===== config.mk =====
export PLATFORM = sky130hd
export DESIGN_NAME = mandelbrot_escape_time
export DESIGN_NICKNAME = d
export VERILOG_FILES = /design/src/hw/rtl/mbe_pkg.sv /design/src/hw/rtl/mbe_mul.sv /design/src/hw/rtl/mandelbrot_escape_time.sv
export VERILOG_INCLUDE_DIRS = /design/src /design/src/hw/rtl
export SDC_FILE = /design/constraint.sdc
export NUM_CORES = 2
export LEC_CHECK = 0
export BUFFER_PORTS_ARGS = -buffer_cell sky130_fd_sc_hd__buf_2
export CAP_MARGIN = 25
export CORE_ASPECT_RATIO = 1.1
export CORE_MARGIN = 1.5
export CORE_UTILIZATION = 60
export CTS_BUF_LIST = sky130_fd_sc_hd__clkbuf_8
export DETAILED_ROUTE_END_ITERATION = 10
export PLACE_DENSITY = 0.82
export RECOVER_POWER = 25
export SLEW_MARGIN = 20
export SYNTH_ARGS = -nofsm -noshare
export SYNTH_HDL_FRONTEND = slang
export SYNTH_SLANG_ARGS = --single-unit

===== constraint.sdc =====
create_clock -name clock -period 26.8 [get_ports clock]
set_clock_uncertainty 0.05 [all_clocks]
set_input_delay 5.36 -clock clock [delete_from_list [all_inputs] [get_ports clock]]
set_output_delay 5.36 -clock clock [all_outputs]
set_load 0.05 [all_outputs]

===== src/hw/rtl/assert_macros.svh =====
// ----------------------------------------------------------------------------
// assertion macros
// shared same-cycle and next-cycle implication checks for rtl assertions
// ----------------------------------------------------------------------------
`ifndef ASSERT_MACROS_SVH
`define ASSERT_MACROS_SVH

// same-cycle implication
`define ASSERT_IMPLIES(label, clk, rst, ante, cons, msg) \
   label: assert property (@(posedge clk) disable iff (rst) (ante) |-> (cons)) \
      else $error(msg);

// next-cycle implication
`define ASSERT_NEXT(label, clk, rst, ante, cons, msg) \
   label: assert property (@(posedge clk) disable iff (rst) (ante) |=> (cons)) \
      else $error(msg);

`endif


===== src/hw/rtl/mbe_pkg.sv =====
// ----------------------------------------------------------------------------
// mbe_pkg
// types, constants and helpers of the mandelbrot escape-time unit
// ----------------------------------------------------------------------------
`default_nettype none

package mbe_pkg;

   localparam int unsigned FRAC_BITS = 28;
   localparam int unsigned COORD_W   = 32;
   localparam int unsigned PROD_W    = 2 * COORD_W;
   localparam int unsigned COUNT_W   = 16;

   localparam logic [COUNT_W-1:0] LIMIT_RESET = 16'd5000;

   // |z|^2 <= 4 in the square format; everything fits once 4 is out of range
   localparam logic [PROD_W-1:0] RADIUS_SQ =
      (2 * FRAC_BITS + 2 >= PROD_W) ? {PROD_W{1'b1}}
                                    : (64'd1 << (2 * FRAC_BITS + 2));

   typedef logic signed [COORD_W-1:0] operand_type;
   typedef logic signed [PROD_W-1:0]  product_type;
   typedef logic [COUNT_W-1:0]        count_type;

   typedef struct packed {
      logic        ovf;
      operand_type val;
   } sat_type;

   // clamp a wide signed value to the coordinate range
   function automatic sat_type sat_coord(input product_type v);
      sat_type r;
      r.ovf = !((&v[PROD_W-1:COORD_W-1]) || !(|v[PROD_W-1:COORD_W-1]));
      if (r.ovf) begin
         r.val = v[PROD_W-1] ? {1'b1, {(COORD_W-1){1'b0}}}
                             : {1'b0, {(COORD_W-1){1'b1}}};
      end else begin
         r.val = v[COORD_W-1:0];
      end
      return r;
   endfunction

endpackage

`default_nettype wire


===== src/hw/rtl/mbe_mul.sv =====
// ----------------------------------------------------------------------------
// mbe_mul
// shared signed 32x32 multiplier with registered full-width product
// ----------------------------------------------------------------------------
`default_nettype none

module mbe_mul (
   input  wire                   clock,
   input  mbe_pkg::operand_type  op_a,
   input  mbe_pkg::operand_type  op_b,
   output mbe_pkg::product_type  prod
);
   import mbe_pkg::*;

   product_type prod_ff;
   product_type prod_in;

   assign prod_in = product_type'(op_a) * product_type'(op_b);

   always_ff @(posedge clock) begin
      prod_ff <= prod_in;
   end

   assign prod = prod_ff;

endmodule

`default_nettype wire


===== src/hw/rtl/mandelbrot_escape_time.sv =====
// ----------------------------------------------------------------------------
// mandelbrot_escape_time
// escape-time iteration of z = z*z + c in fixed point on one shared multiplier
// ----------------------------------------------------------------------------
// each iteration steps through zr*zr, zi*zi, zr*zi on the one 32x32
// multiplier, then an update step; the result strobe is registered out of
// the final update step, the number of update steps per point running from
// 1 up to the iteration limit, and the next request can be taken while the
// strobe is high, so points are handled one at a time.
// the receiver cannot stall. reset clears the sequencer and sets the limit to 5000.
`default_nettype none

module mandelbrot_escape_time (
   input  wire                    clock,
   input  wire                    reset,
   input  wire                    start,
   output logic                   busy,
   input  mbe_pkg::operand_type   req_c_real,
   input  mbe_pkg::operand_type   req_c_imag,
   output logic                   rsp_valid,
   output logic                   rsp_inside_res,
   output mbe_pkg::count_type     rsp_escape_count,
   input  wire                    csr_valid,
   output logic                   csr_ready,
   input  mbe_pkg::count_type     csr_wdata
);
   import mbe_pkg::*;

   `include "assert_macros.svh"

   localparam logic [2:0] ST_IDLE   = 3'd0;
   localparam logic [2:0] ST_MUL_RR = 3'd1;
   localparam logic [2:0] ST_MUL_II = 3'd2;
   localparam logic [2:0] ST_MUL_RI = 3'd3;
   localparam logic [2:0] ST_UPDATE = 3'd4;

   logic [2:0]  state_ff, state_in;
   count_type   limit_ff, limit_in;
   count_type   count_ff, count_in;
   operand_type zr_ff, zr_in, zi_ff, zi_in;
   operand_type cr_ff, cr_in, ci_ff, ci_in;
   product_type sqr_ff, sqr_in;
   logic [PROD_W-1:0] mag_ff, mag_in;
   product_type diff_ff, diff_in;
   logic        rsp_valid_ff, rsp_valid_in;
   logic        inside_ff, inside_in;
   count_type   res_count_ff, res_count_in;

   operand_type op_a, op_b;
   product_type prod;
   product_type re_wide, im_wide;
   sat_type     re_sat, im_sat;
   count_type   count_inc;
   logic        accept, in_radius, keep_going;

   mbe_mul u_mul (
      .clock (clock),
      .op_a  (op_a),
      .op_b  (op_b),
      .prod  (prod)
   );

   assign op_a = (state_ff == ST_MUL_II) ? zi_ff : zr_ff;
   assign op_b = (state_ff == ST_MUL_RR) ? zr_ff : zi_ff;

   assign accept    = start && (state_ff == ST_IDLE);
   assign busy      = (state_ff != ST_IDLE);
   assign csr_ready = 1'b1;

   // update step arithmetic: floor shifts are arithmetic right shifts
   assign in_radius  = (mag_ff <= RADIUS_SQ);
   assign keep_going = in_radius && (count_ff < limit_ff);
   assign count_inc  = count_ff + count_type'(1);
   assign re_wide    = (diff_ff >>> FRAC_BITS) + product_type'(cr_ff);
   assign im_wide    = (prod >>> (FRAC_BITS - 1)) + product_type'(ci_ff);
   assign re_sat     = sat_coord(re_wide);
   assign im_sat     = sat_coord(im_wide);

   always_comb begin
      state_in     = state_ff;
      limit_in     = limit_ff;
      count_in     = count_ff;
      zr_in        = zr_ff;
      zi_in        = zi_ff;
      cr_in        = cr_ff;
      ci_in        = ci_ff;
      sqr_in       = sqr_ff;
      mag_in       = mag_ff;
      diff_in      = diff_ff;
      rsp_valid_in = 1'b0;
      inside_in    = inside_ff;
      res_count_in = res_count_ff;

      if (csr_valid && csr_ready) begin
         limit_in = csr_wdata;
      end

      case (state_ff)
         ST_IDLE: begin
            if (accept) begin
               zr_in    = req_c_real;
               zi_in    = req_c_imag;
               cr_in    = req_c_real;
               ci_in    = req_c_imag;
               count_in = count_type'(1);
               state_in = ST_MUL_RR;
            end
         end
         ST_MUL_RR: begin
            state_in = ST_MUL_II;
         end
         ST_MUL_II: begin
            sqr_in   = prod;
            state_in = ST_MUL_RI;
         end
         ST_MUL_RI: begin
            // both squares are non-negative, the unsigned sum fits in 64 bits
            mag_in   = sqr_ff + prod;
            diff_in  = sqr_ff - prod;
            state_in = ST_UPDATE;
         end
         ST_UPDATE: begin
            if (!keep_going) begin
               rsp_valid_in = 1'b1;
               inside_in    = in_radius;
               res_count_in = count_ff;
               state_in     = ST_IDLE;
            end else if (re_sat.ovf || im_sat.ovf) begin
               rsp_valid_in = 1'b1;
               inside_in    = 1'b0;
               res_count_in = count_inc;
               state_in     = ST_IDLE;
            end else begin
               zr_in    = re_sat.val;
               zi_in    = im_sat.val;
               count_in = count_inc;
               state_in = ST_MUL_RR;
            end
         end
         default: begin
            state_in = ST_IDLE;
         end
      endcase
   end

   always_ff @(posedge clock) begin
      if (reset) begin
         state_ff     <= ST_IDLE;
         limit_ff     <= LIMIT_RESET;
         count_ff     <= count_type'(1);
         rsp_valid_ff <= 1'b0;
      end else begin
         state_ff     <= state_in;
         limit_ff     <= limit_in;
         count_ff     <= count_in;
         rsp_valid_ff <= rsp_valid_in;
      end
   end

   always_ff @(posedge clock) begin
      zr_ff        <= zr_in;
      zi_ff        <= zi_in;
      cr_ff        <= cr_in;
      ci_ff        <= ci_in;
      sqr_ff       <= sqr_in;
      mag_ff       <= mag_in;
      diff_ff      <= diff_in;
      inside_ff    <= inside_in;
      res_count_ff <= res_count_in;
   end

   assign rsp_valid        = rsp_valid_ff;
   assign rsp_inside_res   = inside_ff;
   assign rsp_escape_count = res_count_ff;

   `ASSERT_NEXT(a_accept_busy, clock, reset, accept, busy, "request accepted but not busy")
   `ASSERT_IMPLIES(a_rsp_idle, clock, reset, rsp_valid, !busy, "result strobe while busy")
   `ASSERT_NEXT(a_rsp_single, clock, reset, rsp_valid, !rsp_valid, "result strobe held twice")
   `ASSERT_IMPLIES(a_count_nonzero, clock, reset, busy, count_ff != count_type'(0),
      "iteration count wrapped to zero")

endmodule

`default_nettype wire

# ---- After elaboration in Yosys (flattened, before gate mapping)
# Cells that the tools add are included.
# Widths: inputs -> output; s select.
dict set report op_classes {
  addsub 5
  n_mul 1
  magnitude_cmp 2
  n_eq_ne 8
  n_mux 28
  bitwise 1
  n_reduce_logical 20
}
# op n
set op_table {}
lappend op_table {{$mux 32} 12}
lappend op_table {{$pmux 32 s2} 2}
lappend op_table {{$mux 16} 5}
lappend op_table {{$reduce_and 33->1} 2}
lappend op_table {{$reduce_or 33->1} 2}
lappend op_table {{$add 64x64->64} 1}
lappend op_table {{$le 64x59->1 const B} 1}
lappend op_table {{$mul 32x32->64} 1}
lappend op_table {{$sub 64x64->64} 1}
lappend op_table {{$add 37x32->38} 1}
lappend op_table {{$add 36x32->37} 1}
lappend op_table {{$pmux 16 s2} 1}
lappend op_table {{$add 16x1->16 const B} 1}
lappend op_table {{$lt 16x16->1} 1}
lappend op_table {{$pmux 3 s5} 1}
lappend op_table {{$eq 3x2->1 const B} 2}
lappend op_table {{$mux 1} 6}
lappend op_table {{$ne 2x2->1 const B} 3}
lappend op_table {{$logic_not 1->1} 4}
lappend op_table {{$reduce_and 2->1} 2}
lappend op_table {{$reduce_and 4->1} 1}
lappend op_table {{$eq 3x1->1 const B} 1}
lappend op_table {{$eq 3x3->1 const B} 1}
lappend op_table {{$logic_not 3->1} 1}
lappend op_table {{other kinds (8)} 11}
dict set report word_totals {
  reg_bits 437
  in_bits 84
  output_inout_bits 20
}

# ---- Depth between registers and ports, before layout
dict set report depth {
  word_depth 9
  ltp_mapped 35
}

# ---- By module
# From an unflattened synthesis, not the netlist that was laid out.
dict set report hier_totals {
  hier_cells 6350
  area_unflattened_um2 61124.9
}
# mod instances cells_per_inst area_per_inst_um2 seq_area_each_um2
set by_module_without_submodules {}
lappend by_module_without_submodules {mbe_mul 1 3884 37151.9 1281.2}
lappend by_module_without_submodules {mandelbrot_escape_time 1 2466 23973.0 9999.6}

# ---- Worst setup path before layout
# OpenSTA, ideal clock, no wires.
dict set report synth_path {
  kind {reg-to-reg}
  start {register state_ff[0]}
  end {register u_mul.prod_ff[60], in the netlist u_mul.prod[60]}
  setup_time_ns 0.125
  arrival_time_ns 10.929
  t_required_ns 26.625
  path_slack_ns 15.696
  stages_incl_launch_ff 32
  n_path_buf 3
  synth_period_minus_slack_ns 11.104
  cell_sequence {dfxtp_1 > clkbuf_1 > nor3b_1 > clkbuf_1 > clkbuf_1 > mux2i_1 > nor2_1 > fa_1 > fa_1 > inv_1 > fa_1 > fa_1 > inv_1 > fa_1 > fa_1 > fa_1 > inv_1 > fa_1 > inv_1 > ha_1 > and4_1 > nand2_1 > or4b_2 > a31oi_1 > a21oi_1 > a211o_1 > o21ai_1 > o31ai_2 > o21ai_0 > a221o_1 > a21oi_1 > xnor2_1}
}
dict set report synth_via {
  elab_chain_cells 3
  word_cells_on_any_way 5
}
# element line_no
set synth_rtl {}
lappend synth_rtl {{start, declared} mandelbrot_escape_time.sv:37} ;# logic [2:0] state_ff, state_in;
lappend synth_rtl {{start signal, assigned} mandelbrot_escape_time.sv:153} ;# state_ff <= state_in;
lappend synth_rtl {{$eq 3x2->1 or $eq 3x1->1 (tied branches)} {mandelbrot_escape_time.sv:63, mandelbrot_escape_time.sv:64}}
lappend synth_rtl {{$mux 32 (on tied branches)} {mandelbrot_escape_time.sv:63, mandelbrot_escape_time.sv:64}}
lappend synth_rtl {{$mul 32x32->64 (*)} mbe_mul.sv:18} ;# assign prod_in = product_type'(op_a) * product_type'(op_b);
lappend synth_rtl {{net u_mul.prod_in[60]} mbe_mul.sv:16} ;# product_type prod_in;
lappend synth_rtl {{end signal, assigned} mbe_mul.sv:21} ;# prod_ff <= prod_in;
lappend synth_rtl {{end, declared} mbe_mul.sv:15} ;# product_type prod_ff;
# Mark *: on every way through the listed nets, which the timed path passes. The rest lies on a longest branch.
# A chain may end at the register's enable or synchronous reset.

# ---- Worst setup path after layout
dict set report layout_path {
  start {register state_ff[1]}
  end {register u_mul.prod_ff[62], in the netlist u_mul.prod[62]}
}
# Same word-level chain as after synthesis.

==> out/results.tsv <==
metric	value	unit
Die ar.	102000	µm²
number of synthesized flops with an enable pin	309	
hold_buf cts	0	
Final Critical Period	16.26	ns
Crit Path Class	register to register	
Synth top area share	0.363	
gpl congestion	1.02	
Hold Path End	sqr_ff[19]$_DFFE_PN_	
gr usage total	0.357	
Post-Syn Area per Cell	9.55	µm²
min-delay src	u_mul.prod[19]$_DFF_P_	
Max Cap Viol	3	
core area	98900	µm²
relative slew slack	-4.11	
Inserted Clock Buffers	66	
root buffer cell	clkbuf_8	
Post-DP HPWL	138	mm
Synth Cell Area	59800	µm²
Critical Path AT	16.82	ns
CTS max path bufs	3	
setup_tns	0	ns
Initial Utilization	0.604	
Via Count	46600	
Hold Crit Depth	0	
Setup crit start	state_ff[1]$_SDFFE_PP0N_	
syn nets	7827	
library cells used by synthesis	97	
flop-to-flop setup slack	10.54	ns
Die Y	334	µm
most frequent cells after synthesis	inv_1, fa_1, nor2_1	
DR iter-0 viols	4576	
Fillers	7730	
endpoint class of the critical path	register	
post-route ant nets	0	
final setup fails	0	
global-route wire length before repair	275	mm
reg2reg start	state_ff[1]$_SDFFE_PP0N_	
layout cell share with drive strength beyond 1	0.0667	
Residual DRC	0	
Routed WL per cell	23.4	µm
post-cts sizing count	0	
Die Width	304	µm
layout net count	7831	
R2R depth	26	
Port Buf Inserts	102	
most common cell in the netlist	inv_1	
antenna violations before repair	3	
f_max	0.0615	GHz
clk_lat worst skew	0.71	ns
Least-Margin Pin Slew	7.67	ns
Hold Fails Final Rpt	0	
vias in the first global route	48700	
critical path data required time	27.35	ns
routed vias/inst	6.12	
Worst-path clk slew	0.07	ns
largest net degree at the start of global routing	126	
top cells by area, synth	fa_1, edfxtp_1, ha_1, inv_1, nor2_1	
crit-path max FO	125	
Final period util	0.607	
Max Slew Vio Count	230	
number of cell rows	121	
H-tree levels	3	
failing checks	capacitance limit, slew limit	
CP Launch Type	register	
largest area contributor in the netlist	fa_1	
num ports	104	
register area share after synthesis	0.189	
status	finished with violations	
GRT Residual Overflow	0	
Routed Wire Length	178	mm
asr flop ratio synth	0	
First-pass DRT Iterations	7	
synth warn	0	
Seq cells post-synth	409	
type of the worst min-delay path	register to register	
RSZ-0062 raised after global routing	no	
Sinks on Clock Net	409	
Syn Inst Count	6259	
reg2reg end	u_mul.prod[62]$_DFF_P_	
Area Growth Syn to Fin	5.79	%
Top FF cell, synth	edfxtp_1	
TritonCTS clock tree	yes	
setup bufs post-CTS	0	
## worst max-delay path, cell delays in order (launching register included)
cell	delay, ns
dfxtp_1	0.44
nor3b_1	0.49
clkbuf_1	5.33
mux2_2	1.35
nand2_1	0.18
inv_1	0.16
fa_1	0.46
fa_1	0.52
fa_1	1.05
fa_1	0.58
fa_1	0.50
fa_1	0.56
fa_1	0.43
fa_1	0.44
ha_1	0.38
a21o_1	0.21
a21o_1	0.18
a211oi_1	0.33
nor2_1	0.09
a21oi_1	0.48
a211o_1	0.28
o21ai_1	0.12
o31ai_2	0.33
nor2_1	0.11
o41a_1	0.43
a311oi_1	0.34
xnor2_1	0.15
## kinds of logic after synthesis
logic type / count (synthesis) / synth area share
flops: 409 / 0.189
simple gates: 1754 / 0.124
compound gates: 834 / 0.0930
other cells: 1 / 0.0000628
fa+ha+maj: 1484 / 0.447
xor+xnor: 227 / 0.0333
buf+inv: 1410 / 0.0893
mux: 140 / 0.0248
## cells in the final DEF, fill, tap and decap left out, drive strengths merged, types with 100 or more instances in the layout
cell type / netlist / final
fa: 1085 / 1085
xnor2: 171 / 171
nand2: 648 / 648
inv: 1161 / 1174
dfxtp: 100 / 100
a21oi: 254 / 254
ha: 399 / 399
nor2: 771 / 771
edfxtp: 309 / 309
o21ai: 148 / 148
buf: 44 / 180
## area by class of cell
type | instances | area (µm²) | share of cell area
inverter | 1164 | 4370 | 0.0691
sequential | 409 | 11300 | 0.178
clock inverter | 47 | 437 | 0.00691
clock buffer | 74 | 1020 | 0.0161
timing repair buffer | 182 | 1130 | 0.0180
antenna | 5 | 12.5 | 0.000198
multi-input combinational | 4440 | 43400 | 0.686
tap | 1291 | 1620 | 0.0256
## metal layers
layer  wire length [µm]  vias up  global-route usage  share of wire
met5                 13        -                   0       0.000073
met4              12500        2               0.212          0.070
met3              23700      810              0.0990           0.13
met2              79600     2958               0.554           0.45
met1              62700    23000               0.448           0.35
li1                   -    19800                   -              -
## flip-flops by register name, summed over array words and instances (netlist names)
name              cells
limit_ff             16
rsp_valid             1
diff_ff              36
count_ff             16
state_ff              3
u_mul.prod           64
zi_ff                32
rsp_inside_res        1
ci_ff                32
mag_ff               64
cr_ff                32
rsp_escape_count     16
sqr_ff               64
zr_ff                32
## per-stage QoR
| step | std cells | utilization | area (µm²) | setup WS, ns | hold WS, ns |
|---|---|---|---|---|---|
| 4_1_cts | 7606 | 0.639 | 63200 | 16.09 | 0.420 |
| 6_report | 7612 | 0.639 | 63200 | 10.54 | 0.415 |
| 3_3_place_gp | 7483 | 0.624 | 61700 | 16.28 | 0.395 |
| 2_1_floorplan | 6259 | - | 59800 | 15.70 | 0.384 |
| 5_1_grt | 7609 | 0.639 | 63200 | 9.69 | 0.430 |
| 3_5_place_dp | 7485 | 0.625 | 61700 | 16.13 | 0.407 |
## worst max path at each step
stage                     slack [ns]  cells past startpoint                      to
after floorplan                15.70                     31  u_mul.prod[60]$_DFF_P_
after global placement         16.28                     31  u_mul.prod[62]$_DFF_P_
after detailed placement       16.13                     29  u_mul.prod[62]$_DFF_P_
after CTS                      16.09                     29  u_mul.prod[62]$_DFF_P_
after global routing            9.69                     27  u_mul.prod[62]$_DFF_P_
final                          10.54                     26  u_mul.prod[62]$_DFF_P_
Power is left out: the tool's default activity adds up to more than one toggle a clock period on the data nets, which glitch-free logic cannot reach.
